**src/hw/rtl/adrc_queue.sv**
```systemverilog
// ----------------------------------------------------------------------------
// adrc_queue
// Short first-in first-out queue between the front and back parts.
// ----------------------------------------------------------------------------
module adrc_queue #(
   parameter int WIDTH = 8,
   parameter int DEPTH = 4
) (
   input  logic             clock,
   input  logic             reset,
   input  logic             push_valid,
   output logic             push_ready,
   input  logic [WIDTH-1:0] push_data,
   output logic             pop_valid,
   input  logic             pop_ready,
   output logic [WIDTH-1:0] pop_data
);

   localparam int AW = (DEPTH > 1) ? $clog2(DEPTH) : 1;
   localparam int CW = $clog2(DEPTH + 1);

   logic [WIDTH-1:0] mem_ff [DEPTH];
   logic [AW-1:0]    wr_ptr_ff, wr_ptr_in;
   logic [AW-1:0]    rd_ptr_ff, rd_ptr_in;
   logic [CW-1:0]    count_ff, count_in;
   logic             push;
   logic             pop;

   assign push_ready = count_ff != CW'(DEPTH);
   assign pop_valid  = count_ff != '0;
   assign push       = push_valid && push_ready;
   assign pop        = pop_valid && pop_ready;
   assign pop_data   = mem_ff[rd_ptr_ff];

   always_comb begin
      wr_ptr_in = wr_ptr_ff;
      rd_ptr_in = rd_ptr_ff;
      if (push) begin
         wr_ptr_in = (wr_ptr_ff == AW'(DEPTH - 1)) ? '0 : wr_ptr_ff + 1'b1;
      end
      if (pop) begin
         rd_ptr_in = (rd_ptr_ff == AW'(DEPTH - 1)) ? '0 : rd_ptr_ff + 1'b1;
      end
      count_in = count_ff + CW'(push) - CW'(pop);
   end

   always_ff @(posedge clock) begin
      if (reset) begin
         wr_ptr_ff <= '0;
         rd_ptr_ff <= '0;
         count_ff  <= '0;
      end else begin
         wr_ptr_ff <= wr_ptr_in;
         rd_ptr_ff <= rd_ptr_in;
         count_ff  <= count_in;
      end
   end

   always_ff @(posedge clock) begin
      if (push) begin
         mem_ff[wr_ptr_ff] <= push_data;
      end
   end

   a_count_bounded: assert property (@(posedge clock) disable iff (reset)
      count_ff <= CW'(DEPTH))
      else $error("queue fill count above depth");

endmodule

```
**config.mk**
```make
export PLATFORM = sky130hd
export DESIGN_NAME = adrc_queue
export DESIGN_NICKNAME = d
export VERILOG_FILES = /design/src/hw/rtl/adrc_queue.sv
export SDC_FILE = /design/constraint.sdc
export NUM_CORES = 1
export LEC_CHECK = 0
export BUFFER_PORTS_ARGS = -buffer_cell sky130_fd_sc_hd__buf_2
export CAP_MARGIN = 25
export CORE_MARGIN = 2
export CORE_UTILIZATION = 50
export CTS_CLUSTER_SIZE = 10
export DETAILED_ROUTE_END_ITERATION = 10
export MAX_ROUTING_LAYER = met4
export PLACE_DENSITY = 0.74
export SYNTH_ARGS = -nofsm -noshare
export SYNTH_HDL_FRONTEND = slang
export SYNTH_SLANG_ARGS = --single-unit
```
**constraint.sdc**
```tcl
create_clock -name clock -period 2.2 [get_ports clock]
set_input_delay 0.22 -clock clock [delete_from_list [all_inputs] [get_ports clock]]
set_output_delay 0.22 -clock clock [all_outputs]
set_load 0.01 [all_outputs]
```
==> results_dict.tcl <==
set metrics [dict create \
    syn-num-nets 111 \
    skew_ns 0.00646 \
    slew_viol_final 0 \
    end_kind "flop" \
    yosysWarningCount 0 \
    clk_latency_ns 0.34 \
    initial_utilization_pct 53.0 \
    wl_per_cell_um 15.3 \
    grt_max_degree 13 \
    synth_flop_cell "edfxtp_1" \
    ios 22 \
    p_per_area_nw_per_um2 1050 \
    required_ns 2.47 \
    async_reset_ff_share_pct 0 \
    drive_gt1_share_pct 49.2 \
    grt.total_usage_pct 15.4 \
    num_rows 20 \
    num_antenna_cells 0 \
    wl_met3_um 123 \
    synthTopCellsByArea "edfxtp_1 (59%), dfxtp_1 (11%), mux4_2 (11%), ha_1 (5.4%), and3_2 (1.8%)" \
    drt-met1-wl_um 1000 \
    syn_to_final_growth_pct 17.5 \
    fp.dieH_um 61.1 \
    critPathMaxFanout 4 \
    cts-htree-levels 2 \
    overflow 0 \
    period_needed_ns 2.18 \
    p_leak_nw 0.710 \
    coreArea_sq_um 3080 \
    ys_seq_area_share_pct 69.9 \
    avgViaCountPerCell 5.15 \
    fmax_mhz 459 \
    netlist.area_leader.share_pct 58.9 \
    hold_viol 0 \
    ir_drop_uv 681 \
    routed-wl-met2_um 1360 \
    drc 0 \
    cts.sinks 41 \
    syn_avg_cell_area_sq_um 17.9 \
    syn_area_sq_um 1630 \
    num_vias 845 \
    die-area_sq_um 3740 \
    slew_headroom_pct 64.2 \
    status "finished, final reports clean" \
    die_w_um 61.1 \
    clk_path_buf_depth 2 \
    cts_made_buffers 5 \
    worstMarginPinSlew_ns 0.536 \
    grt_pass1_wl_um 3740 \
    synth_seq_cells 41 \
    nNetsFinal 139 \
    place_hpwl_um 1710 \
    totalWireLength_um 2510 \
    clk_transition_reported_paths_ns 0.11 \
    holdWs_ns 0.0863 \
    drtAntennaViolNets 0 \
    startpoint_type "flop" \
    worstHoldPathType "in2reg" \
    maxCapViolCount 0 \
    fin_util_pct 62.4 \
    gp_congestion 0.689 \
    antenna_found_initial 0 \
    yosysTopAreaCell "edfxtp_1" \
    crit_arrival_ns 2.45 \
    finalSetupViolCount 0 \
    rsz0062_at_grt "yes" \
    path_class "reg2reg" \
    cts_tree "built" \
    power_mw 2.02 \
    syn_inst 91 \
    cpPeakStageDelay_ns 0.41 \
    crit_slowest_cell "or3b_4" \
    synth_edf_count 32 \
    io_buffers 21 \
    drtPass1Iterations 4 \
    first_iter_violations 9 \
    setup_ws_ns 0.0193 \
    yosys.cell_types.count 26 \
    cp_cell_sequence "or3b_4 > nand2_4 > ha_4 > inv_2 > ha_4 > inv_2 > fa_2 > xor2_2 > and2_4 > nor3_2" \
    grt_pass1_vias 804 \
    clock-root-buffer "clkbuf_4" \
    dp_slack_ns -0.00110 \
    top_layer "met4" \
    period_share_pct 99.1 \
]
flip-flops by register name (all words and copies together), names as in the netlist, named ones only:
register	cells
mem_ff	32
count_ff	3
rd_ptr_ff	2
wr_ptr_ff	2
where the power goes:
part           internal [mW]  total [mW]  switching [mW]
Clock                  0.150       0.373           0.223
Combinational          0.319       0.589           0.270
Sequential             0.960        1.06          0.0965
Total                   1.43        2.02           0.589
placed cells by master, fill, tap and decap left out, drive strengths merged, types with 3 or more instances in the layout:
master,n
mux4,8
clkbuf,6
buf,25
or3,3
dfxtp,9
and3,4
inv,5
nor2,3
edfxtp,32
ha,7
routing by layer:
layer / vias to the layer above / track usage, %
met4: 0 / 6.52
met2: 23 / 24.6
li1: 401 / -
met3: 4 / 5.67
met5: - / -
met1: 417 / 17.4
cell usage after synthesis (all sizes together) (2+ instances only):
| master | instances |
|---|---|
| edfxtp | 32 |
| dfxtp | 9 |
| mux4 | 8 |
| ha | 7 |
| inv | 5 |
| and3 | 4 |
| buf | 3 |
| nor2 | 3 |
| or3 | 3 |
| a211o | 2 |
| nand2 | 2 |
| o21ai | 2 |
cell type report:
cell class | count | area (sq um)
clock inverters | 2 | 8.76
multi-input cells | 41 | 505
repair buffers | 25 | 135
inverters | 5 | 18.8
flip-flops and latches | 41 | 1140
fillers | 243 | 1160
well taps | 44 | 55.1
clock buffers | 6 | 51.3
stage by stage:
stage               instances  cell area (sq um)  setup TNS (ns)
floorplan                  91               1640               0
global placement          154               1790               0
detailed placement        154               1790        -0.00110
CTS                       162               1860               0
global route              164               1920         -0.0577
finish                    164               1920               0
kinds of logic (layout without fill, tap and decap cells):
group | count (synthesis) | count (layout) | synth area share (%)
DFF | 41 | 41 | 69.9
and+or+nand+nor | 17 | 17 | 6.28
muxes | 9 | 9 | 11.6
buffers and inverters | 9 | 38 | 2.60
adders and majority gates | 8 | 8 | 6.59
AOI/OAI and AO/OA | 6 | 6 | 2.45
xor gates and xnor gates | 1 | 1 | 0.536
what timing repair did:
action,in CTS,in global routing
setup endpoints to repair,1,1
pin swaps,0,5
setup buffers,0,2
hold buffers,0,0
gates resized for setup,2,10
worst max-delay path: cells and delay by family (launching register included):
kind          cells  cell delay (ns)
simple gates      4             0.79
xor+xnor          1             0.16
fa+ha+maj         3             0.68
flops             1             0.38
buf+inv           2             0.10
worst paths after layout:
check,start,slack (ns),cells past startpoint,to
worst max-delay path,count_ff[2],0.02,10,count_ff[2]
worst min-delay path,push_data[4],0.09,1,mem_ff[3][4]
worst max register to register,count_ff[2],0.02,10,count_ff[2]
worst min register to register,rd_ptr_ff[0],0.52,2,flop
Note: power is estimated with default switching activity, not from simulation.
