===== config.mk =====
export PLATFORM = sky130hd
export DESIGN_NAME = adrc_front_flat
export DESIGN_NICKNAME = d
export VERILOG_FILES = /design/src/hw/rtl/adrc_pkg.sv /design/src/hw/rtl/adrc_if.sv /design/src/hw/rtl/adrc_front.sv /design/src/flat_wrapper.sv
export SDC_FILE = /design/constraint.sdc
export NUM_CORES = 1
export LEC_CHECK = 0
export ABC_AREA = 1
export BUFFER_PORTS_ARGS = -buffer_cell sky130_fd_sc_hd__clkbuf_2
export CAP_MARGIN = 25
export CORE_MARGIN = 10
export CORE_UTILIZATION = 49
export DETAILED_ROUTE_END_ITERATION = 16
export PLACE_DENSITY = 0.86
export SYNTH_ARGS = -nofsm -noshare
export SYNTH_HDL_FRONTEND = slang
export SYNTH_SLANG_ARGS = --single-unit

===== constraint.sdc =====
create_clock -name vclk -period 5.7
set_input_delay 0.57 -clock vclk [all_inputs]
set_output_delay 0.57 -clock vclk [all_outputs]
set_load 0.1 [all_outputs]

===== src/hw/rtl/adrc_pkg.sv =====
// ----------------------------------------------------------------------------
// adrc_pkg
// Types, register indexes and constants shared by the compressor modules.
// ----------------------------------------------------------------------------
package adrc_pkg;

   localparam int Q16_BITS = 17;
   localparam logic [Q16_BITS-1:0] Q16_ONE = 17'h10000;
   localparam int COEF_BITS = 32;
   localparam int DIV_STEPS = 32;
   localparam int DIV_STEP_BITS = 5;
   localparam int QUEUE_DEPTH = 4;
   localparam int CSR_INDEX_BITS = 2;

   typedef enum logic [CSR_INDEX_BITS-1:0] {
      CSR_KNEE_MODE = 2'd0,
      CSR_THRESHOLD = 2'd1,
      CSR_RATIO     = 2'd2
   } csr_index_type;

   typedef enum logic [1:0] {
      OP_PASS,
      OP_LINEAR,
      OP_KNEE
   } op_type;

   typedef enum logic [1:0] {
      COEF_IDLE,
      COEF_LOAD,
      COEF_RUN
   } coef_state_type;

   typedef struct packed {
      logic                  soft_knee;
      logic [Q16_BITS-1:0]   threshold;
      logic [Q16_BITS-1:0]   ratio;
      logic [COEF_BITS-1:0]  coef;
      logic                  busy;
   } cfg_type;

   typedef struct packed {
      op_type op;
      logic   neg;
      logic   last;
   } ctl_type;

   function automatic logic [Q16_BITS-1:0] sat_q16(input logic [Q16_BITS-1:0] v);
      return (v > Q16_ONE) ? Q16_ONE : v;
   endfunction

endpackage


===== src/hw/rtl/adrc_if.sv =====
// ----------------------------------------------------------------------------
// adrc_if
// Valid/ready channels for sample items into and out of the compressor.
// ----------------------------------------------------------------------------
interface adrc_req_if #(parameter int SAMPLE_BITS = 24) ();
   logic                          valid;
   logic                          ready;
   logic signed [SAMPLE_BITS-1:0] sample_in;
   logic                          last_in;

   modport source (output valid, sample_in, last_in, input ready);
   modport sink (input valid, sample_in, last_in, output ready);
endinterface



===== src/hw/rtl/adrc_front.sv =====
// ----------------------------------------------------------------------------
// adrc_front
// Takes sample items, forms the magnitude and sorts each into a curve region.
// ----------------------------------------------------------------------------
module adrc_front #(
   parameter int SAMPLE_BITS = 24
) (
   adrc_req_if.sink                  req_ch,
   input  adrc_pkg::cfg_type         cfg,
   output logic                      q_valid,
   input  logic                      q_ready,
   output adrc_pkg::ctl_type         q_ctl,
   output logic [SAMPLE_BITS-1:0]    q_mag,
   output logic [SAMPLE_BITS-1:0]    q_base,
   output logic [SAMPLE_BITS-1:0]    q_diff
);
   import adrc_pkg::*;

   localparam int FRAC = SAMPLE_BITS - 2;
   localparam int UP   = (FRAC >= 16) ? FRAC - 16 : 0;
   localparam int DOWN = (FRAC < 16) ? 16 - FRAC : 0;
   localparam int WIDE = SAMPLE_BITS + Q16_BITS;

   logic [WIDE-1:0]        thr_wide;
   logic [SAMPLE_BITS-1:0] thr;
   logic [SAMPLE_BITS-1:0] one;
   logic                   neg;
   logic [SAMPLE_BITS-1:0] mag;
   logic [SAMPLE_BITS-1:0] base;
   op_type                 op;

   assign thr_wide = (WIDE'(cfg.threshold) << UP) >> DOWN;
   assign thr      = thr_wide[SAMPLE_BITS-1:0];
   assign one      = SAMPLE_BITS'(1) << FRAC;
   assign neg      = req_ch.sample_in[SAMPLE_BITS-1];
   assign mag      = neg ? ({SAMPLE_BITS{1'b0}} - $unsigned(req_ch.sample_in))
                         : $unsigned(req_ch.sample_in);

   always_comb begin
      op   = OP_PASS;
      base = mag;
      if (cfg.ratio != Q16_ONE) begin
         if (!cfg.soft_knee) begin
            if (mag > thr) begin
               op   = OP_LINEAR;
               base = thr;
            end
         end else if (mag > one) begin
            op   = OP_LINEAR;
            base = one;
         end else if (mag > thr) begin
            op   = OP_KNEE;
            base = thr;
         end
      end
   end

   assign req_ch.ready = q_ready && !cfg.busy;
   assign q_valid      = req_ch.valid && !cfg.busy;
   assign q_ctl.op     = op;
   assign q_ctl.neg    = neg;
   assign q_ctl.last   = req_ch.last_in;
   assign q_mag        = mag;
   assign q_base       = base;
   assign q_diff       = mag - base;

endmodule


===== src/flat_wrapper.sv =====
// flat-port wrapper written by rule: the top's interface ports become plain ports
module adrc_front_flat import adrc_pkg::*;
#(
   parameter int SAMPLE_BITS = 24
)
  (cfg, q_valid, q_ready, q_ctl, q_mag, q_base, q_diff, req_ch_valid, req_ch_sample_in, req_ch_last_in, req_ch_ready);
  adrc_req_if #(.SAMPLE_BITS(SAMPLE_BITS)) req_ch_i ();
  input  adrc_pkg::cfg_type cfg;
  output logic q_valid;
  input  logic q_ready;
  output adrc_pkg::ctl_type q_ctl;
  output logic [SAMPLE_BITS-1:0] q_mag;
  output logic [SAMPLE_BITS-1:0] q_base;
  output logic [SAMPLE_BITS-1:0] q_diff;
  input wire logic [$bits(req_ch_i.valid)-1:0] req_ch_valid;
  input wire logic [$bits(req_ch_i.sample_in)-1:0] req_ch_sample_in;
  input wire logic [$bits(req_ch_i.last_in)-1:0] req_ch_last_in;
  output wire logic [$bits(req_ch_i.ready)-1:0] req_ch_ready;
  assign req_ch_i.valid = req_ch_valid;
  assign req_ch_i.sample_in = req_ch_sample_in;
  assign req_ch_i.last_in = req_ch_last_in;
  assign req_ch_ready = req_ch_i.ready;
  adrc_front #(.SAMPLE_BITS(SAMPLE_BITS)) u_core (.req_ch(req_ch_i), .cfg(cfg), .q_valid(q_valid), .q_ready(q_ready), .q_ctl(q_ctl), .q_mag(q_mag), .q_base(q_base), .q_diff(q_diff));
endmodule

==> run summary <==
Status: finished clean
Syn_nets: 762
Min-Delay Endpoint: q_ctl[0]
RSZ-0062 raised after global routing: true
Synthesized area: 3350 µm²
Critical Path Start Type: input port
Gr usage total: 24.7%
Total grt overflow: 0
Fin crit share: 97.5%
Worst Path Required: 5.13 ns
Final std cells w/o fill: 871
Die height: 103 µm
Power per cell area: 418 nW/µm²
Slowest CP cell: ha_1
Largest net degree at the start of global routing: 28
Worst hold stages: 0
Final setup margin: 0.145 ns
Placed Cells: 863
Cells after Synth: 624
Routed Antenna Nets: 0
Clkbuf count: 0
Comb pwr share: 100.0%
# rows: 30
Achievable Freq: 0.180 GHz
DR iter-0 viols: 314
CP Buf/Inv Count: 5
Pleak: 2.86 nW
TritonRoute pass-1 iters: 5
Rel. slew slack: 46.8%
Worst hold start: req_ch_last_in
Initial core utilization: 49.9%
Switching pwr: 1.56 mW
Syn Area/Cell: 5.37 µm²
# diodes: 0
Sw Ratio: 70.1%
Layout cells sized above 1: 38.2%
Synthesis-to-finish area growth: 59.2%
Initial antenna violation count: 0
DRC Markers: 0
DP Worst Slack: 0.0505 ns
Worst Setup Path Type: input port to primary output
Pint: 0.666 mW
Setup crit start: req_ch_sample_in[1]
Number of hold violations in the final report: 0
Number of global-route vias before repair: 4,695
YS warnings: 0
Final setup viols: 0
Via count: 4,794
Seq cells: 0
Crit-path max cell delay: 0.33 ns
Setup TNS: 0 ns
Core area: 6720 µm²
Critical path arrival: 4.98 ns
Fin crit period: 5.55 ns
Register share of total power: 0%
First-pass GRT wire length: 21,300 µm
Maximum vdd ir drop: 0.218 mV
Clock power share: 0%
GP Congestion: 0.997
HP Class: input port to primary output
CP endpoint kind: primary output
Synth cell types: 38
Total Wirelength: 14,000 µm
Measured slew at the worst slew-check pin: 0.790 ns
Fin nets: 931
Max cap viols: 0
HPWL Detailed: 12,300 µm
Full die area: 10,500 µm²
Hold buffers post-CTS: 0
Width of the die: 103 µm
Worst Path Max Fanout: 16
Port Buf Inserts: 139
Ports: 173
Vias/cell: 5.50
Register area: 0 µm²
Routed WL per cell: 16.1 µm
Critical path's top delay family: simple AND/OR/NAND/NOR gates
Final Max Tran Viols: 0
Sequential fraction of the synthesis area: 0%
==> per-stage QoR <==
stage | area (µm²) | util [%] | hold WS (ns) | total power [mW]
2_1_floorplan | 4010 | - | 1.35 | 1.62
3_3_place_gp | 5180 | 77.1 | 1.14 | 2.15
3_5_place_dp | 5180 | 77.1 | 1.14 | 2.18
4_1_cts | 5180 | 77.1 | 1.14 | 2.19
5_1_grt | 5330 | 79.4 | 1.14 | 2.32
6_report | 5330 | 79.4 | 1.14 | 2.23
==> area by class of cell <==
cell class	count	area [µm²]
repair buffers	181	1250
inverters	105	409
well taps	80	100
multi-input cells	505	3570
fillers	524	1390
==> layer usage <==
metal	track usage, %	share of wire (%)
met1	27.4	39
met2	46.7	51
met3	2.21	5.5
met4	10.1	4.5
met5	0	0
==> placed cells by master, fill, tap and decap left out, types with 4 or more instances in the layout <==
cell          n
a21oi_1      27
o21ai_4       5
clkbuf_2    122
xor2_4       10
o211ai_1      4
nor3_1       11
inv_1        97
inv_2         4
nor2_2       10
clkinvlp_4    4
buf_12       16
ha_4          6
buf_4        43
o21ai_1       4
ha_2          7
xnor2_4       7
ha_1         29
nand3_1      73
nand4_1       8
or2_2         5
xor2_2        4
nand3b_1      6
nand3_2       5
nor2_4        4
nand2_2      26
o21ai_0      11
nor2_1       75
nand2_1     127
a21oi_2       5
==> cell usage after synthesis (7+ instances only) <==
library cell | n | share of area, %
a21oi_1 | 35 | 5.2
o21ai_1 | 7 | 1.0
inv_1 | 102 | 11
nor2_2 | 8 | 1.5
nand2_1 | 150 | 17
ha_1 | 42 | 16
xor2_1 | 13 | 3.4
nand2_2 | 8 | 1.5
o21ai_0 | 13 | 1.9
nand3_1 | 76 | 11
nand4_1 | 8 | 1.5
nor2_1 | 79 | 8.9
xnor2_1 | 9 | 2.4
nor3_1 | 12 | 1.8
==> cell families after synthesis <==
group | Yosys count | synth area share [%]
AOI/OAI and AO/OA | 73 | 12.5
xor gates and xnor gates | 23 | 6.24
adders and majority gates | 43 | 16.3
buffers and inverters | 119 | 15.2
and+or+nand+nor | 366 | 49.7
==> power groups by stage <==
stage                     logic (mW)  registers, mW  clock network, mW
after floorplan                 1.62              0                  0
after global placement          2.15              0                  0
after detailed placement        2.18              0                  0
after CTS                       2.19              0                  0
after global routing            2.32              0                  0
final                           2.23              0                  0
==> what timing repair did <==
| item | CTS | global route |
|---|---|---|
| setup endpoints to repair | 0 | 16 |
| resized for setup | 0 | 20 |
| buffers inserted | 0 | 8 |
==> worst max path at each step <==
stage	to	slack (ns)	cells past startpoint
final	q_diff[16]	0.15	30
after CTS	q_diff[23]	0.05	30
after floorplan	q_diff[12]	-0.37	27
after global placement	q_diff[17]	0.22	29
after detailed placement	q_diff[23]	0.05	30
after global routing	q_diff[17]	-0.07	31
Note: power is estimated with default switching activity, not from simulation.
