## src/hw/rtl/adrc_pkg.sv

```systemverilog
// ----------------------------------------------------------------------------
// adrc_pkg
// Types, register indexes and constants shared by the compressor modules.
// ----------------------------------------------------------------------------
package adrc_pkg;

   localparam int Q16_BITS = 17;
   localparam logic [Q16_BITS-1:0] Q16_ONE = 17'h10000;
   localparam int COEF_BITS = 32;
   localparam int DIV_STEPS = 32;
   localparam int DIV_STEP_BITS = 5;
   localparam int QUEUE_DEPTH = 4;
   localparam int CSR_INDEX_BITS = 2;

   typedef enum logic [CSR_INDEX_BITS-1:0] {
      CSR_KNEE_MODE = 2'd0,
      CSR_THRESHOLD = 2'd1,
      CSR_RATIO     = 2'd2
   } csr_index_type;

   typedef enum logic [1:0] {
      OP_PASS,
      OP_LINEAR,
      OP_KNEE
   } op_type;

   typedef enum logic [1:0] {
      COEF_IDLE,
      COEF_LOAD,
      COEF_RUN
   } coef_state_type;

   typedef struct packed {
      logic                  soft_knee;
      logic [Q16_BITS-1:0]   threshold;
      logic [Q16_BITS-1:0]   ratio;
      logic [COEF_BITS-1:0]  coef;
      logic                  busy;
   } cfg_type;

   typedef struct packed {
      op_type op;
      logic   neg;
      logic   last;
   } ctl_type;

   function automatic logic [Q16_BITS-1:0] sat_q16(input logic [Q16_BITS-1:0] v);
      return (v > Q16_ONE) ? Q16_ONE : v;
   endfunction

endpackage

```

## src/hw/rtl/adrc_coef.sv

```systemverilog
// ----------------------------------------------------------------------------
// adrc_coef
// Configuration registers and the bit-serial divider for the soft knee slope.
// ----------------------------------------------------------------------------
module adrc_coef (
   input  logic                                clock,
   input  logic                                reset,
   input  logic                                csr_we,
   input  logic [adrc_pkg::CSR_INDEX_BITS-1:0] csr_index,
   input  logic [adrc_pkg::Q16_BITS-1:0]       csr_wdata,
   output adrc_pkg::cfg_type                   cfg
);
   import adrc_pkg::*;

   logic                     knee_ff;
   logic [Q16_BITS-1:0]      thr_ff;
   logic [Q16_BITS-1:0]      ratio_ff;
   logic [COEF_BITS-1:0]     coef_ff, coef_in;
   coef_state_type           state_ff, state_in;
   logic [COEF_BITS-1:0]     num_ff, num_in;
   logic [COEF_BITS-1:0]     quo_ff, quo_in;
   logic [Q16_BITS-1:0]      den_ff, den_in;
   logic [Q16_BITS-1:0]      rem_ff, rem_in;
   logic [DIV_STEP_BITS-1:0] step_ff, step_in;
   logic                     cfg_write;

   assign cfg_write = csr_we && (csr_index inside {CSR_KNEE_MODE, CSR_THRESHOLD, CSR_RATIO});

   always_ff @(posedge clock) begin
      if (reset) begin
         knee_ff  <= 1'b0;
         thr_ff   <= '0;
         ratio_ff <= Q16_ONE;
      end else if (csr_we) begin
         case (csr_index)
            CSR_KNEE_MODE: knee_ff <= csr_wdata[0];
            CSR_THRESHOLD: thr_ff <= sat_q16(csr_wdata);
            CSR_RATIO:     ratio_ff <= sat_q16(csr_wdata);
            default: ;
         endcase
      end
   end

   always_ff @(posedge clock) begin
      if (reset) begin
         state_ff <= COEF_IDLE;
         coef_ff  <= '0;
         step_ff  <= '0;
      end else begin
         state_ff <= state_in;
         coef_ff  <= coef_in;
         step_ff  <= step_in;
      end
   end

   always_ff @(posedge clock) begin
      num_ff <= num_in;
      quo_ff <= quo_in;
      den_ff <= den_in;
      rem_ff <= rem_in;
   end

   always_comb begin
      logic [Q16_BITS:0]    rem_shift;
      logic [Q16_BITS:0]    rem_sub;
      logic [Q16_BITS-1:0]  rem_next;
      logic [COEF_BITS-1:0] quo_next;

      state_in = state_ff;
      coef_in  = coef_ff;
      step_in  = step_ff;
      num_in   = num_ff;
      quo_in   = quo_ff;
      den_in   = den_ff;
      rem_in   = rem_ff;

      rem_shift = {rem_ff, num_ff[COEF_BITS-1]};
      rem_sub   = rem_shift - {1'b0, den_ff};
      if (rem_shift >= {1'b0, den_ff}) begin
         rem_next = rem_sub[Q16_BITS-1:0];
         quo_next = {quo_ff[COEF_BITS-2:0], 1'b1};
      end else begin
         rem_next = rem_shift[Q16_BITS-1:0];
         quo_next = {quo_ff[COEF_BITS-2:0], 1'b0};
      end

      case (state_ff)
         COEF_IDLE: ;
         COEF_LOAD: begin
            num_in  = {Q16_ONE - ratio_ff, 15'b0};
            den_in  = Q16_ONE - thr_ff;
            rem_in  = '0;
            quo_in  = '0;
            step_in = '0;
            if (thr_ff == Q16_ONE) begin
               coef_in  = '0;
               state_in = COEF_IDLE;
            end else begin
               state_in = COEF_RUN;
            end
         end
         COEF_RUN: begin
            num_in  = {num_ff[COEF_BITS-2:0], 1'b0};
            rem_in  = rem_next;
            quo_in  = quo_next;
            step_in = step_ff + 1'b1;
            if (step_ff == DIV_STEP_BITS'(DIV_STEPS - 1)) begin
               coef_in  = quo_next + COEF_BITS'(rem_next != '0);
               state_in = COEF_IDLE;
            end
         end
         default: state_in = COEF_IDLE;
      endcase

      if (cfg_write) begin
         state_in = COEF_LOAD;
      end
   end

   assign cfg.soft_knee = knee_ff;
   assign cfg.threshold = thr_ff;
   assign cfg.ratio     = ratio_ff;
   assign cfg.coef      = coef_ff;
   assign cfg.busy      = state_ff != COEF_IDLE;

   // With a unit ratio the numerator is zero, so a settled slope must be zero.
   a_unit_ratio_zero_coef: assert property (@(posedge clock) disable iff (reset)
      (state_ff == COEF_IDLE && ratio_ff == Q16_ONE) |-> coef_ff == '0)
      else $error("knee slope not zero at unit ratio");

   a_run_nonzero_divisor: assert property (@(posedge clock) disable iff (reset)
      state_ff == COEF_RUN |-> den_ff != '0)
      else $error("divider running with zero divisor");

endmodule

```

## config.mk

```make
export PLATFORM = sky130hd
export DESIGN_NAME = adrc_coef
export DESIGN_NICKNAME = d
export VERILOG_FILES = /design/src/hw/rtl/adrc_pkg.sv /design/src/hw/rtl/adrc_coef.sv
export SDC_FILE = /design/constraint.sdc
export NUM_CORES = 1
export LEC_CHECK = 0
export BUFFER_PORTS_ARGS = -buffer_cell sky130_fd_sc_hd__buf_4
export CORE_MARGIN = 2
export CORE_UTILIZATION = 40
export CTS_CLUSTER_DIAMETER = 150
export DETAILED_ROUTE_END_ITERATION = 10
export GPL_ROUTABILITY_DRIVEN = 0
export GPL_TIMING_DRIVEN = 1
export SYNTH_ARGS = -nofsm -noshare
export SYNTH_HDL_FRONTEND = slang
export SYNTH_SLANG_ARGS = --single-unit
```

## constraint.sdc

```tcl
create_clock -name clock -period 5.5 [get_ports clock]
set_input_delay 0.825 -clock clock [delete_from_list [all_inputs] [get_ports clock]]
set_output_delay 0.825 -clock clock [all_outputs]
set_load 0.03 [all_outputs]
```

==> impl_metrics.toml <==
[status]
outcome = "complete, no violations"

[synthesis]
mappedNetlistArea_um2 = 8000
ys_seq_area_share_pct = 49.3
synth_top_area_cell = "edfxtp_1"
synth_top_area_share_pct = 30.8
synth_seq_cells = 156
synth_ff_type = "edfxtp_1"
synthTopCellsByArea = "edfxtp_1 (31%), dfxtp_1 (19%), xnor2_1 (4.5%)"
ys_types = 54
synthCells = 843
synth_edf_count = 82
synth-async-reset-ratio_pct = 0
synth_common_cells = "nand2_1 (89), nor2_1 (87), edfxtp_1 (82)"
avgSynthCellArea_um2 = 9.49
synth.most_common_cell = "nand2_1"
syn_nets = 893
yosysWarnings = 0

[critical_path]
cp-start-kind = "register"
r2r-start = "rem_ff[8]"
max_stage_delay_ns = 0.90
crit_type = "register to register"
crit_path_cell_trace = "ha_1, nand2_1, nor4_1, a211oi_1, o41ai_4, nor2_1, a21oi_1, a211oi_1, nand4_1, ha_1, and3_1, nand3_1, nor4_1, nand4_1, or2_1, xnor2_1, a22oi_1, nor2_1"
worstPathBufferInverterCount = 0
ff2ff_setup_slack_ns = 0.62
arrival_ns = 5.15
worst_ep_required_time_ns = 5.77
r2r_end = "coef_ff[31]"
worstPathMaxFanout = 19
endpoint_kind = "register"
crit_slowest_cell = "o41ai_4"
cp_top_family = "simple AND/OR/NAND/NOR gates"
ff2ff_path_depth = 18

[floorplan]
die_x_um = 145
fp.dieArea_um2 = 21200
core_um2 = 19500
start_util_pct = 41.0
ioPinCount = 90
core.rowCount = 51
die_h_um = 145

[global_routing]
grt_pass1_wl_mm = 31.2
grt_antenna_before_repair = 0
gr-total-overflow = 0
grt_max_degree = 75
grtUsageTotal_pct = 18.2
grt_pass1_vias = 6077

[hold_path]
hold_end = "coef_ff[2]"
hp-start = "coef_ff[2]"
hp-class = "register to register"
min_path_cells = 2

[cells_and_area]
multi_input_area_um2 = 3770
diodes = 0
syn_to_final_growth_pct = 18.1
layout.cells.non_filler = 1189
final_cell_area_um2 = 9450
nNetsFinal = 961
drive_gt1_share_pct = 14.3
fillers = 1908
seq_area_um2 = 3940

[clock_network]
ctsHoldBuffers = 0
clock-sinks = 156
cts_buffer_depth = 2
htree_levels = 4
cts_setup_buffers = 0
clockRootBuffer = "clkbuf_16"
clkLatencyLatePin_ns = 0.42
cts_tree = "built"
cts-buffers-inserted = 17
cts_resized = 0
clk_pin_slew_worst_paths_ns = 0.06

[power_and_ir_drop]
p_leak_nw = 3.67
powerDensity_nw_per_um2 = 308
finalPower_mw = 2.91
ir_drop_uv = 254

[timing]
final_max_slew_viol_count = 0
fin_crit_ns = 4.88
max_clock_freq_mhz = 205
setup_viol = 0
hold-worst-slack_ns = 0.466
hold_viol = 0
finalClockSkew_ns = 0.0122
relSlewSlack_pct = 22.9
fin_setup_tns_ns = 0
worst_slew_pin_slew_ns = 1.16
rsz0062_at_grt = "no"
finalCritPeriodShare_pct = 88.7

[routing]
viasPerCell = 5.21
first_iter_violations = 349
remaining_drc_errors = 0
vias = 6195
drt_wl_total_mm = 19.1
drtPass1Iterations = 5
wire_per_inst_um = 16.1
drtAntennaViolNets = 0

[placement]
io_buffer_count = 89
placed_cells = 1157
dp_hpwl_mm = 13.4
placed_area_um2 = 8880

[run]
maxCapViolCount = 0
-- metrics by stage --
step                setup WS [ns]  util [%]
detailed placement          0.661      45.5
global route               0.0641      48.4
CTS                         0.634      48.4
finish                      0.619      48.4
floorplan                    1.21         -
global placement            0.806      45.5
-- layer usage --
metal	routed length, µm	vias up	global-route usage, %	share of wire [%]
li1	-	3121	-	-
met1	9120	2944	23.9	48
met2	9050	105	29.7	47
met3	597	25	3.39	3.1
met4	369	0	7.21	1.9
met5	0	-	0	0
-- placed cells by master, fill, tap and decap left out, types with 3 or more instances in the layout --
master and count:
nor3b_1 3, clkbuf_16 19, or3_1 4, mux2i_1 13, buf_4 94, o21a_1 4, nor3_1 16, ha_1 25
xor2_1 32, a21oi_1 54, xnor2_1 41, nor2_1 86, or4_1 4, nand2_1 89, nor4_1 17, nand2b_1 6
a22oi_1 26, o21ai_1 5, and2_1 34, a211oi_1 9, o21ai_0 20, nand3b_1 5, dfxtp_1 74, nand4_1 10
clkbuf_1 6, inv_1 32, edfxtp_1 82, and3_1 11, a21o_1 3, nand3_1 57
-- worst register-to-register path, stage by stage (launching register included) --
cell and delay, ns:
edfxtp_1 0.42, ha_1 0.45, nand2_1 0.15, nor4_1 0.30, a211oi_1 0.13, o41ai_4 0.90
nor2_1 0.09, a21oi_1 0.19, a211oi_1 0.08, nand4_1 0.14, ha_1 0.23, and3_1 0.19
nand3_1 0.16, nor4_1 0.54, nand4_1 0.20, or2_1 0.25, xnor2_1 0.12, a22oi_1 0.16
nor2_1 0.06
-- final cells by class --
type / instances / area share [%]
sequential: 156 / 41.7
clock buffer: 26 / 5.42
tap: 265 / 3.51
inverter: 33 / 1.31
multi-input combinational: 609 / 39.9
clock inverter: 6 / 0.609
timing repair buffer: 94 / 7.47
-- flip-flops by register name, indices dropped and copies added, names as in the netlist --
register,flops
coef_ff,32
quo_ff,31
den_ff,17
num_ff,17
ratio_ff,17
rem_ff,17
thr_ff,17
step_ff,5
state_ff,2
knee_ff,1
-- where the power goes --
group          internal (mW)  switching (mW)
Combinational          0.165           0.274
Clock                  0.687           0.447
Sequential              1.29          0.0401
-- worst max-delay path by stage --
| stage | end | cells past startpoint | slack (ns) | from |
|---|---|---|---|---|
| after floorplan | coef_ff[31] | 22 | 1.21 | num_ff[31] |
| after global placement | coef_ff[31] | 20 | 0.81 | num_ff[31] |
| after detailed placement | coef_ff[31] | 18 | 0.66 | rem_ff[8] |
| after CTS | coef_ff[31] | 18 | 0.63 | rem_ff[8] |
| after global routing | coef_ff[31] | 18 | 0.06 | rem_ff[8] |
| final | coef_ff[31] | 18 | 0.62 | rem_ff[8] |
-- kinds of logic (layout without fill, tap and decap cells) --
kind of cell | after synthesis | count (layout) | synth area share [%]
and+or+nand+nor | 350 | 350 | 21.0
DFF | 156 | 156 | 49.3
AOI/OAI and AO/OA | 143 | 143 | 11.5
buffers and inverters | 78 | 159 | 3.85
xor gates and xnor gates | 73 | 73 | 7.99
adders and majority gates | 28 | 28 | 4.47
muxes | 15 | 15 | 1.91
Note: power is estimated with default switching activity, not from simulation.
