File: config.mk
export PLATFORM = sky130hd
export DESIGN_NAME = adrc_back_flat
export DESIGN_NICKNAME = d
export VERILOG_FILES = /design/src/hw/rtl/adrc_pkg.sv /design/src/hw/rtl/adrc_if.sv /design/src/hw/rtl/adrc_back.sv /design/src/flat_wrapper.sv
export SDC_FILE = /design/constraint.sdc
export NUM_CORES = 2
export LEC_CHECK = 0
export ABC_CLOCK_PERIOD_IN_PS = 9090
export BUFFER_PORTS_ARGS = -buffer_cell sky130_fd_sc_hd__buf_2
export CAP_MARGIN = 20
export CORE_MARGIN = 5
export CORE_UTILIZATION = 45
export CTS_BUF_LIST = sky130_fd_sc_hd__clkbuf_8
export DETAILED_ROUTE_END_ITERATION = 6
export GPL_TIMING_DRIVEN = 0
export SLEW_MARGIN = 25
export SYNTH_ARGS = -nofsm -noshare
export SYNTH_HDL_FRONTEND = slang
export SYNTH_SLANG_ARGS = --single-unit
File: constraint.sdc
create_clock -name clock -period 9.09 [get_ports clock]
set_input_delay 0.4545 -clock clock [delete_from_list [all_inputs] [get_ports clock]]
set_output_delay 0.4545 -clock clock [all_outputs]
set_load 0.005 [all_outputs]
File: src/hw/rtl/adrc_pkg.sv
// ----------------------------------------------------------------------------
// adrc_pkg
// Types, register indexes and constants shared by the compressor modules.
// ----------------------------------------------------------------------------
package adrc_pkg;

   localparam int Q16_BITS = 17;
   localparam logic [Q16_BITS-1:0] Q16_ONE = 17'h10000;
   localparam int COEF_BITS = 32;
   localparam int DIV_STEPS = 32;
   localparam int DIV_STEP_BITS = 5;
   localparam int QUEUE_DEPTH = 4;
   localparam int CSR_INDEX_BITS = 2;

   typedef enum logic [CSR_INDEX_BITS-1:0] {
      CSR_KNEE_MODE = 2'd0,
      CSR_THRESHOLD = 2'd1,
      CSR_RATIO     = 2'd2
   } csr_index_type;

   typedef enum logic [1:0] {
      OP_PASS,
      OP_LINEAR,
      OP_KNEE
   } op_type;

   typedef enum logic [1:0] {
      COEF_IDLE,
      COEF_LOAD,
      COEF_RUN
   } coef_state_type;

   typedef struct packed {
      logic                  soft_knee;
      logic [Q16_BITS-1:0]   threshold;
      logic [Q16_BITS-1:0]   ratio;
      logic [COEF_BITS-1:0]  coef;
      logic                  busy;
   } cfg_type;

   typedef struct packed {
      op_type op;
      logic   neg;
      logic   last;
   } ctl_type;

   function automatic logic [Q16_BITS-1:0] sat_q16(input logic [Q16_BITS-1:0] v);
      return (v > Q16_ONE) ? Q16_ONE : v;
   endfunction

endpackage

File: src/hw/rtl/adrc_if.sv


interface adrc_rsp_if #(parameter int SAMPLE_BITS = 24) ();
   logic                          valid;
   logic                          ready;
   logic signed [SAMPLE_BITS-1:0] sample_out;
   logic                          last_out;

   modport source (output valid, sample_out, last_out, input ready);
   modport sink (input valid, sample_out, last_out, output ready);
endinterface

File: src/hw/rtl/adrc_back.sv
// ----------------------------------------------------------------------------
// adrc_back
// Four-stage pipeline that evaluates the compression curve for each item.
// ----------------------------------------------------------------------------
module adrc_back #(
   parameter int SAMPLE_BITS = 24
) (
   input  logic                   clock,
   input  logic                   reset,
   input  adrc_pkg::cfg_type      cfg,
   input  logic                   q_valid,
   output logic                   q_ready,
   input  adrc_pkg::ctl_type      q_ctl,
   input  logic [SAMPLE_BITS-1:0] q_mag,
   input  logic [SAMPLE_BITS-1:0] q_base,
   input  logic [SAMPLE_BITS-1:0] q_diff,
   adrc_rsp_if.source             rsp_ch
);
   import adrc_pkg::*;

   localparam int FRAC = SAMPLE_BITS - 2;
   localparam int P1   = SAMPLE_BITS + COEF_BITS;
   localparam int RW   = P1 - 16;

   logic adv1, adv2, adv3, adv4;

   logic                   s1_v_ff;
   ctl_type                s1_ctl_ff;
   logic [SAMPLE_BITS-1:0] s1_mag_ff, s1_base_ff, s1_diff_ff;
   logic [P1-1:0]          s1_prod_ff, s1_prod_in;
   logic [COEF_BITS-1:0]   mul_a;

   logic                   s2_v_ff;
   ctl_type                s2_ctl_ff;
   logic [SAMPLE_BITS-1:0] s2_mag_ff, s2_diff_ff;
   logic [SAMPLE_BITS-1:0] s2_y_ff, s2_y_in;
   logic [COEF_BITS-1:0]   s2_p_ff, s2_p_in;
   logic [P1-1:0]          knee_sum;

   logic                   s3_v_ff;
   ctl_type                s3_ctl_ff;
   logic [SAMPLE_BITS-1:0] s3_mag_ff, s3_y_ff;
   logic [P1-1:0]          s3_prod_ff, s3_prod_in;

   logic                   s4_v_ff;
   ctl_type                s4_ctl_ff;
   logic [SAMPLE_BITS-1:0] s4_sample_ff, s4_sample_in;
   logic [P1-1:0]          red_sum;
   logic [RW-1:0]          red;
   logic [SAMPLE_BITS-1:0] y_knee, y_final;

   assign adv4    = !s4_v_ff || rsp_ch.ready;
   assign adv3    = !s3_v_ff || adv4;
   assign adv2    = !s2_v_ff || adv3;
   assign adv1    = !s1_v_ff || adv2;
   assign q_ready = adv1;

   assign mul_a      = (q_ctl.op == OP_KNEE) ? cfg.coef : COEF_BITS'(cfg.ratio);
   assign s1_prod_in = P1'(q_diff) * P1'(mul_a);

   assign knee_sum = s1_prod_ff + P1'((SAMPLE_BITS'(1) << FRAC) - 1'b1);
   assign s2_p_in  = knee_sum[FRAC +: COEF_BITS];
   always_comb begin
      s2_y_in = s1_mag_ff;
      if (s1_ctl_ff.op == OP_LINEAR) begin
         s2_y_in = s1_base_ff + s1_prod_ff[16 +: SAMPLE_BITS];
      end
   end

   assign s3_prod_in = P1'(s2_p_ff) * P1'(s2_diff_ff);

   assign red_sum = s3_prod_ff + P1'(16'hFFFF);
   assign red     = red_sum[P1-1:16];
   assign y_knee  = (red > RW'(s3_mag_ff)) ? '0 : s3_mag_ff - red[SAMPLE_BITS-1:0];
   assign y_final = (s3_ctl_ff.op == OP_KNEE) ? y_knee : s3_y_ff;
   assign s4_sample_in = s3_ctl_ff.neg ? ({SAMPLE_BITS{1'b0}} - y_final) : y_final;

   always_ff @(posedge clock) begin
      if (reset) begin
         s1_v_ff <= 1'b0;
         s2_v_ff <= 1'b0;
         s3_v_ff <= 1'b0;
         s4_v_ff <= 1'b0;
      end else begin
         if (adv1) begin
            s1_v_ff <= q_valid;
         end
         if (adv2) begin
            s2_v_ff <= s1_v_ff;
         end
         if (adv3) begin
            s3_v_ff <= s2_v_ff;
         end
         if (adv4) begin
            s4_v_ff <= s3_v_ff;
         end
      end
   end

   always_ff @(posedge clock) begin
      if (adv1) begin
         s1_ctl_ff  <= q_ctl;
         s1_mag_ff  <= q_mag;
         s1_base_ff <= q_base;
         s1_diff_ff <= q_diff;
         s1_prod_ff <= s1_prod_in;
      end
      if (adv2) begin
         s2_ctl_ff  <= s1_ctl_ff;
         s2_mag_ff  <= s1_mag_ff;
         s2_diff_ff <= s1_diff_ff;
         s2_y_ff    <= s2_y_in;
         s2_p_ff    <= s2_p_in;
      end
      if (adv3) begin
         s3_ctl_ff  <= s2_ctl_ff;
         s3_mag_ff  <= s2_mag_ff;
         s3_y_ff    <= s2_y_ff;
         s3_prod_ff <= s3_prod_in;
      end
      if (adv4) begin
         s4_ctl_ff    <= s3_ctl_ff;
         s4_sample_ff <= s4_sample_in;
      end
   end

   assign rsp_ch.valid      = s4_v_ff;
   assign rsp_ch.sample_out = s4_sample_ff;
   assign rsp_ch.last_out   = s4_ctl_ff.last;

   a_linear_not_above_input: assert property (@(posedge clock) disable iff (reset)
      (s2_v_ff && s2_ctl_ff.op != OP_KNEE) |-> s2_y_ff <= s2_mag_ff)
      else $error("compressed magnitude above input magnitude");

   a_positive_keeps_sign: assert property (@(posedge clock) disable iff (reset)
      (s4_v_ff && !s4_ctl_ff.neg) |-> !s4_sample_ff[SAMPLE_BITS-1])
      else $error("positive item produced a negative result");

endmodule

File: src/flat_wrapper.sv
// flat-port wrapper written by rule: the top's interface ports become plain ports
module adrc_back_flat import adrc_pkg::*;
#(
   parameter int SAMPLE_BITS = 24
)
  (clock, reset, cfg, q_valid, q_ready, q_ctl, q_mag, q_base, q_diff, rsp_ch_valid, rsp_ch_sample_out, rsp_ch_last_out, rsp_ch_ready);
  adrc_rsp_if #(.SAMPLE_BITS(SAMPLE_BITS)) rsp_ch_i ();
  input  logic clock;
  input  logic reset;
  input  adrc_pkg::cfg_type cfg;
  input  logic q_valid;
  output logic q_ready;
  input  adrc_pkg::ctl_type q_ctl;
  input  logic [SAMPLE_BITS-1:0] q_mag;
  input  logic [SAMPLE_BITS-1:0] q_base;
  input  logic [SAMPLE_BITS-1:0] q_diff;
  output wire logic [$bits(rsp_ch_i.valid)-1:0] rsp_ch_valid;
  output wire logic [$bits(rsp_ch_i.sample_out)-1:0] rsp_ch_sample_out;
  output wire logic [$bits(rsp_ch_i.last_out)-1:0] rsp_ch_last_out;
  input wire logic [$bits(rsp_ch_i.ready)-1:0] rsp_ch_ready;
  assign rsp_ch_valid = rsp_ch_i.valid;
  assign rsp_ch_sample_out = rsp_ch_i.sample_out;
  assign rsp_ch_last_out = rsp_ch_i.last_out;
  assign rsp_ch_i.ready = rsp_ch_ready;
  adrc_back #(.SAMPLE_BITS(SAMPLE_BITS)) u_core (.clock(clock), .reset(reset), .cfg(cfg), .q_valid(q_valid), .q_ready(q_ready), .q_ctl(q_ctl), .q_mag(q_mag), .q_base(q_base), .q_diff(q_diff), .rsp_ch(rsp_ch_i));
endmodule
==> impl_results.md <==
- WS Path Type: in2reg
- FILL cells: 13489
- Most used DFF post-synth: edfxtp_1
- Final hold slack: 0.08876 ns
- DR WL/cell: about 24 um
- Layout cells sized above 1: 0.06094
- Post-synth EDFFs: 371
- Syn Inst Count: between 6000 and 7000
- Syn nets: roughly 8700
- Die area: approximately 0.15 mm2
- Sequential area share after synthesis: 0.1721
- Clock sinks: 375
- TNS Setup: 0 ns
- GRT overflow: 0
- CTS tree: done
- CP arrival: 9.34 ns
- Iter 0 DRT Violations: 4488
- Flops & latches, synth: ~380
- Hold path startpoint: rsp_ch_ready
- HPWL after DPL: 179000 um
- Worst-path fanout max: 10
- Antenna viol nets, final: 0
- Status: finished with violations
- DR pass1 iterations: 7
- Post-synth ARST share: 0
- Period minus WS final: approximately 9 ns
- Cell area after placement: a little under 0.07 mm2
- CTS root buffer: clkbuf_8
- Synthesized area per cell: 9.618 um2
- Most frequent cells in the layout: inv_1 (1524), fa_1 (1317), nand2_1 (1055), and2_1 (490), ha_1 (422)
- Slowest-stage cell, CP: fa_1
- Max-Cap Viols: 0
- Yosys cell types: 76
- CTS HTree Levels: 2
- Hold WC Path Type: in2reg
- Die width: 390.7 um
- CP peak stage delay: 0.54 ns
- Failing checks: DRC
- Layout area overhead: 8.835%
- Final wirelength: between 200000 and 250000 um
- Worst Setup End Kind: flop
- Pin count of the biggest net entering global routing: 75
- Final Hold Viols: 0
- Final layout net count: 8975
- Max-slew violations: 0
- Chip height: 390.7 um
- Required @ worst endpoint: 9.51 ns
- Relative slew slack: 0.2842
- Gr usage total: 0.2833
- Reg clk slew, reported paths: 0.07 ns
- Slew @ Worst Pin: between 1 and 1.5 ns
- Final setup fails: 0
- Final Cell Area: 0.07096 mm2
- DRC violations left: 2
- I/O Buffers: 155
- Final period util: 0.9813
- Io pins: 175
- Core Area: around 0.14 mm2
- Cell repeated most along the worst path: fa_1
- Worst setup SP type: input pin
- Area contributors post-synth: fa_1 (40%), edfxtp_1 (17%), inv_1 (8.7%)
- Deepest clock path buffer count: 3
- Most common cell after layout, fill and taps aside: inv_1
- Yosys top cell by area: fa_1
- Worst Setup SP: q_ctl[3]
- Drt via density: around 5.4
- Num CTS Buffers: 61
- Yosys top cell area share: 0.4044
- Initial antenna violation count: 9
- RSZ-0062 raised after global routing: no
- Rows: around 140
- Worst reg2reg startpoint: u_core.s2_p_ff[16]$_DFFE_PP_
- Max Clock Freq: 0.1121 GHz
- Routability cong.: 1.010
- Synth Cell Area: 0.06520 mm2
- Initial Utilization: 0.4533
- Vias in the first global route: between 50000 and 60000
- Post-Route Skew: 0.05367 ns
- First-pass GRT wire length: 322400 um
- Clock Latency Late Sink: 0.72 ns
- DR vias: 48615
- Syn. warnings: 0
==> state kept, by name, summed over array words and instances, names as in the netlist, 24 cells and up <==
name	flops
u_core.s1_mag_ff	24
u_core.s1_diff_ff	24
u_core.s3_y_ff	24
u_core.s1_base_ff	24
u_core.s2_mag_ff	24
u_core.s2_y_ff	24
u_core.s3_mag_ff	24
u_core.s2_p_ff	32
u_core.rsp_ch.sample_out	24
u_core.s2_diff_ff	24
u_core.s3_prod_ff	56
u_core.s1_prod_ff	54
==> per-layer routing <==
metal | routed length [um] | part of all wire | vias up | track usage
met5 | 41 | 0.00019 | - | 0
li1 | - | - | 21165 | -
met3 | 21770 | 0.10 | 418 | 0.06448
met4 | 9730 | 0.045 | 6 | 0.1073
met1 | 86660 | 0.40 | 24716 | 0.3865
met2 | 95880 | 0.45 | 2310 | 0.4443
==> worst paths after layout <==
kind / to / slack [ns] / depth (start not counted)
min reg2reg: u_core.s2_diff_ff[16]$_DFFE_PP_ / 0.41 / 0
max reg2reg: u_core.s3_prod_ff[50]$_DFFE_PP_ / 0.28 / 25
max: u_core.s1_prod_ff[49]$_DFFE_PP_ / 0.17 / 31
min: u_core.rsp_ch.valid$_SDFFE_PP0P_ / 0.09 / 4
==> timing repair <==
item / CTS / global route
pin swaps: 0 / 3
setup endpoints to repair: 41 / 17
cloned: 0 / 0
hold endpoints to repair: 55 / 0
hold buffers: 53 / 0
resized for setup: 53 / 150
buffers inserted: 0 / 33
==> cells in the mapped netlist, drive strengths merged, types with 21 or more instances <==
cell / n
xnor2: 149
a211oi: 22
fa: 1317
edfxtp: 371
nand3: 50
and3: 185
xor2: 67
nor3: 26
nand2b: 26
a21oi: 150
nor2: 125
nand4: 28
clkbuf: 322
and2: 491
inv: 1508
o21ai: 119
nand2: 1057
nor2b: 28
a21o: 76
o21a: 21
ha: 422
==> worst max-delay path: cells and delay by family <==
kind	cells	cell delay [ns]
AO/OA/AOI/OAI	11	2.71
XOR/XNOR	1	0.15
adder cells (fa/ha/maj)	8	3.81
buffers and inverters	8	1.18
multiplexers	1	0.48
AND/OR/NAND/NOR	2	0.54
==> final cells by class <==
| class | instances | area, um2 | area share |
|---|---|---|---|
| Timing Repair Buffer | 246 | 1722 | 0.02426 |
| Buffer | 325 | 1399 | 0.01971 |
| Inverter | 1509 | 5669 | 0.07989 |
| Antenna cell | 4 | 10.01 | 0.0001411 |
| Clock inverter | 50 | 528.0 | 0.007441 |
| Sequential cell | 375 | 11220 | 0.1581 |
| Clock buffer | 63 | 867.1 | 0.01222 |
| Multi-Input combinational cell | 4570 | 47170 | 0.6647 |
| Tap cell | 1903 | 2381 | 0.03355 |
==> kinds of logic (layout without fill, tap and decap cells) <==
family	after synthesis	after routing	synth area share
compound gates	515	515	0.04984
xor+xnor	216	216	0.02901
fa+ha+maj	1739	1739	0.4853
buf+inv	1834	2193	0.1056
flops	375	375	0.1721
mux	21	21	0.003589
other cells	0	4	0
simple gates	2079	2079	0.1545
==> stage by stage <==
step	utilization	cells	worst slack [ns]
2_1_floorplan	-	6779	0.3931
3_3_place_gp	0.4753	8837	-3.121
3_5_place_dp	0.4764	8842	-2.391
4_1_cts	0.4905	9008	0.01283
5_1_grt	0.4933	9042	0.0001643
6_report	0.4934	9045	0.1704
Power is left out: the tool's default activity adds up to more than one toggle a clock period on the data nets, which glitch-free logic cannot reach.
